File: src/rtl/core/ttus_pkg.sv
// ----------------------------------------------------------------------------
// ttus_pkg
// Shared types and constants of the truth table unate and support checker.
// ----------------------------------------------------------------------------
package ttus_pkg;

	localparam int MAX_VARS      = 16;
	localparam int VARS_PER_WORD = 6;
	localparam int WORD_W        = 1 << VARS_PER_WORD;
	localparam int ADDR_W        = MAX_VARS - VARS_PER_WORD;
	localparam int STORE_DEPTH   = 1 << ADDR_W;

	localparam int NV_W       = 5;
	localparam int VI_W       = 4;
	localparam int CFG_IDX_W  = 2;
	localparam int CFG_DATA_W = 5;
	localparam int LIT_SEL_W  = $clog2(VARS_PER_WORD);

	localparam logic [CFG_IDX_W-1:0] CFG_NUM_VARS  = CFG_IDX_W'(0);
	localparam logic [CFG_IDX_W-1:0] CFG_VAR_INDEX = CFG_IDX_W'(1);

	localparam logic [NV_W-1:0] NUM_VARS_RESET  = NV_W'(6);
	localparam logic [VI_W-1:0] VAR_INDEX_RESET = VI_W'(0);

	// positions where the variable is 1, one mask per in-word variable
	localparam logic [WORD_W-1:0] LIT_MASK [VARS_PER_WORD] = '{
		64'hAAAA_AAAA_AAAA_AAAA,
		64'hCCCC_CCCC_CCCC_CCCC,
		64'hF0F0_F0F0_F0F0_F0F0,
		64'hFF00_FF00_FF00_FF00,
		64'hFFFF_0000_FFFF_0000,
		64'hFFFF_FFFF_0000_0000
	};

	typedef struct packed {
		logic [WORD_W-1:0] table_word;
		logic              last_word;
	} in_word_t;

	typedef struct packed {
		logic in_support;
		logic pos_unate;
		logic neg_unate;
		logic var_error;
	} out_word_t;

	// cofactor relations seen so far
	typedef struct packed {
		logic pos_seen;
		logic neg_seen;
		logic binate;
	} obs_t;

endpackage

File: src/rtl/core/ttus_judge.sv
// ----------------------------------------------------------------------------
// ttus_judge
// Compares two cofactors and classifies their order.
// ----------------------------------------------------------------------------
module ttus_judge (
	input  logic                        enable,
	input  logic [ttus_pkg::WORD_W-1:0] f0,
	input  logic [ttus_pkg::WORD_W-1:0] f1,
	output ttus_pkg::obs_t              obs
);

	logic [ttus_pkg::WORD_W-1:0] both;

	assign both = f0 & f1;

	always_comb begin
		obs = '0;
		if (enable && (f0 != f1)) begin
			priority if (both == f0) begin
				obs.pos_seen = 1'b1;
			end else if (both == f1) begin
				obs.neg_seen = 1'b1;
			end else begin
				obs.binate = 1'b1;
			end
		end
	end

endmodule

File: config.mk
export PLATFORM = sky130hd
export DESIGN_NAME = ttus_judge
export DESIGN_NICKNAME = d
export VERILOG_FILES = /design/src/rtl/core/ttus_pkg.sv /design/src/rtl/core/ttus_judge.sv
export SDC_FILE = /design/constraint.sdc
export NUM_CORES = 1
export LEC_CHECK = 0
export BUFFER_PORTS_ARGS = -buffer_cell sky130_fd_sc_hd__buf_2
export CAP_MARGIN = 15
export CORE_AREA = 5 5 107 59
export DETAILED_ROUTE_END_ITERATION = 10
export DIE_AREA = 0 0 112 64
export GPL_TIMING_DRIVEN = 0
export PLACE_DENSITY = 0.85
export SLEW_MARGIN = 20
export SYNTH_ARGS = -nofsm -noshare
export SYNTH_HDL_FRONTEND = slang
export SYNTH_SLANG_ARGS = --single-unit
File: constraint.sdc
create_clock -name vclk -period 2
set_input_delay 0.1 -clock vclk [all_inputs]
set_output_delay 0.1 -clock vclk [all_outputs]
set_load 0.02 [all_outputs]
**After elaboration in Yosys (flattened, before gate mapping)**

Cells that the tools add are included.

- Output and inout port bits: 3
- Bits of input ports: 129
- Register bits: 0
- Logic and storage cells: 10

- Bitwise operators: 1
- Equality and inequality tests: 3
- Reduce and logical (&&, ||, !) cells: 1
- Multiplexer cells: 5

Operators with widths:

| operator | number |
|---|---|
| $eq 64x64->1 | 2 |
| $and 64x64->64 | 1 |
| $ne 64x64->1 | 1 |
| $mux 1 | 3 |
| $mux 3 | 1 |
| $mux 2 | 1 |
| $logic_and 1x1->1 | 1 |

**Logic depth before layout (Yosys ltp)**

- Word-level depth: 5
- Gate-level depth with buffers: 6
- Depth with buffers taken out: 6

**Worst setup path before layout**

Ideal clock, no wire load.

- Kind: input to output
- From: input f0[59] in the netlist's numbering
- To: output obs[0] in the netlist's numbering
- Stages: 6
- Path buffers: 0
- Arrival: 1.312 ns
- Slack: 0.588 ns
- Required time: 1.900 ns
- Path through: inv_1 -> ha_1 -> nand4_1 -> nor4_1 -> a41oi_1 -> nor3b_1

RTL lines:

| what | line | RTL |
|---|---|---|
| start, declared | ttus_judge.sv:7 | `input logic [ttus_pkg::WORD_W-1:0] f0,` |
| end, declared | ttus_judge.sv:9 | `output ttus_pkg::obs_t obs` |

==> run_results.csv <==
group,metric,value,unit
run_status,outcome,"completed",
finish,seq_area,0,sq um
finish,nFillCells,471,
pwr,power_frac_seq,0,%
timing,worst_slew_pin_slew,0.486,ns
timing,fin_crit,1.86,ns
critical_path,critPathRequiredTime,1.90,ns
critical_path,worst_setup_path_end_kind,"primary output",
finish,diodes,0,
routing,drtIter0Drc,152,
synthesis,yosysSeqAreaShare,0,%
pwr,p_leak,2.27,nW
pwr,power.switching,258,uW
critical_path,cp_num_buf_inv,3,
grt,first_global_vias,2575,
pwr,power.density,149,nW/um^2
placement,dp_cells,528,
synthesis,postSynthAreaPerCell,7.80,sq um
routing,drc_errors,0,
critical_path,cpMaxStageDelayCell,"nor4_2",
synthesis,yosys.area_share.simple,16.8,%
timing,rsz0062_at_grt,"no",
floorplan,fp.dieArea,7170,sq um
floorplan,die_w,112,um
pwr,p_total,487,uW
critical_path,slowest_delay,0.42,ns
finish,nNetsFinal,714,
finish,drive_gt1_share,29.9,%
floorplan,initial_utilization,47.9,%
synthesis,yosys-top-cells-area,"ha_1 64%, inv_1 19%, nor4_1 8.9%",
timing,setup-tns-final,0,ns
synthesis,yosysMostFrequentCell,"inv_1",
placement,io_buffers,132,
synthesis,synth-compound-area-share,0.348,%
critical_path,cp_max_fo,3,
routing,wl,7710,um
timing,hold_viol,0,
finish,fin_cells,528,
timing,max_slew_margin,67.3,%
pwr,clkPwrFrac,0,%
timing,finalSetupViolations,0,
grt,grt.total_usage,20.0,%
critical_path,crit_type,"in -> out",
finish,clockBufferCount,0,
pwr,ir_drop,0.0847,mV
synthesis,synth_cells,323,
finish,area_delta_synth_final,30.1,%
grt,grt_overflow_total,0,
critical_path,critPathLaunchType,"input port",
placement,postPlaceCellArea,3270,sq um
synthesis,synth_adder_area_share,63.6,%
synthesis,yosys-mux-area-fraction,0,%
timing,whs,0.703,ns
critical_path,cp_data_arrival_time,1.76,ns
grt,antenna_found_initial,0,
routing,via_per_inst,4.81,
timing,slew_violations,0,
grt,grt_max_degree,4,
run,drv_cap,0,
floorplan,core,5250,sq um
synthesis,syn_nets,580,
routing,wl_per_cell,14.6,um
pwr,pwr-share-comb,100.0,%
synthesis,synth_top_cell_area_share,63.6,%
grt,grt_pass1_wl,11800,um
synthesis,synth_xor_area_share,0,%
pwr,internal_power,229,uW
timing,max_freq,539,MHz
routing,dr_total_vias,2539,
synthesis,synth_top_cell_by_area,"ha_1",
placement,gp_congestion,0.936,
critical_path,crit_family,"simple AND/OR/NAND/NOR gates",
synthesis,ys_warn_count,0,
pwr,sw_frac_of_total,53.0,%
routing,ant_nets,0,
finish,fin_area,3280,sq um
synthesis,synth_top_family_by_area,"adder cells",
synthesis,ys_types,9,
routing,firstDrtPassIters,4,
floorplan,die_h,64,um
hold_path,hp-class,"in -> out",
timing,period_share,92.8,%
floorplan,pin_count,132,
placement,dp_hpwl,7380,um
critical_path,path_cells,"buf_2 -> inv_1 -> ha_1 -> nor4_2 -> nand4_1 -> nor4_2 -> and3b_1 -> buf_2",
floorplan,rows,19,
synthesis,yosys-top-cells-count,"129 x inv_1, 128 x ha_1, 36 x nor4_1",
synthesis,netlist_area,2520,sq um
clock_tree,hold_buffers,0,
finish,seq_cell_count,0,
-- final timing paths --
path | startpoint | end | slack (ns) | cells after the start
min | enable | obs[0] | 0.70 | 5
max | f1[28] | obs[1] | 0.14 | 8
-- routing by layer --
metal	routed length, um	GRT usage, %	share of wire (%)
met1	3800	29.5	49
met2	3390	33.9	44
met3	491	1.51	6.4
met4	21	0.450	0.27
met5	0	0	0
-- cell type report --
type	instances	area [sq um]	share of cell area, %
Multi-Input combinational cell	194	2040	62.3
Tap cell	73	91.3	2.79
Inverter	129	484	14.8
Timing Repair Buffer	132	661	20.2
-- cells in the final DEF, fill, tap and decap left out, drive strengths merged --
| master | netlist | final |
|---|---|---|
| and3b | 1 | 1 |
| buf | 0 | 132 |
| a41oi | 1 | 1 |
| ha | 128 | 128 |
| nor3b | 1 | 1 |
| inv | 129 | 129 |
| and2 | 1 | 1 |
| nor4 | 38 | 38 |
| nand4 | 24 | 24 |
-- cells by family after synthesis --
family                   count (synthesis)
buffers and inverters                  129
AND/OR/NAND/NOR                         65
AO/OA/AOI/OAI                            1
adder cells (fa/ha/maj)                128
-- power groups by stage --
stage | clock network, mW | registers [mW] | logic, mW
after detailed placement | 0 | 0 | 0.482
after global placement | 0 | 0 | 0.457
after CTS | 0 | 0 | 0.486
after global routing | 0 | 0 | 0.557
after floorplan | 0 | 0 | 0.210
final | 0 | 0 | 0.487
-- per-stage QoR --
stage	utilization, %	setup WS [ns]
final	62.4	0.144
after global routing	62.4	0.0106
after CTS	62.3	0.0951
after detailed placement	62.3	0.0948
after global placement	62.3	0.139
after floorplan	-	0.588
-- timing repair --
| action | in CTS | in global routing |
|---|---|---|
| buffers inserted | 0 | 0 |
| setup endpoints to repair | 0 | 2 |
| gates resized for setup | 0 | 1 |
| hold endpoints to repair | 0 | 0 |
No activity file was read; power rests on OpenSTA's default activity.
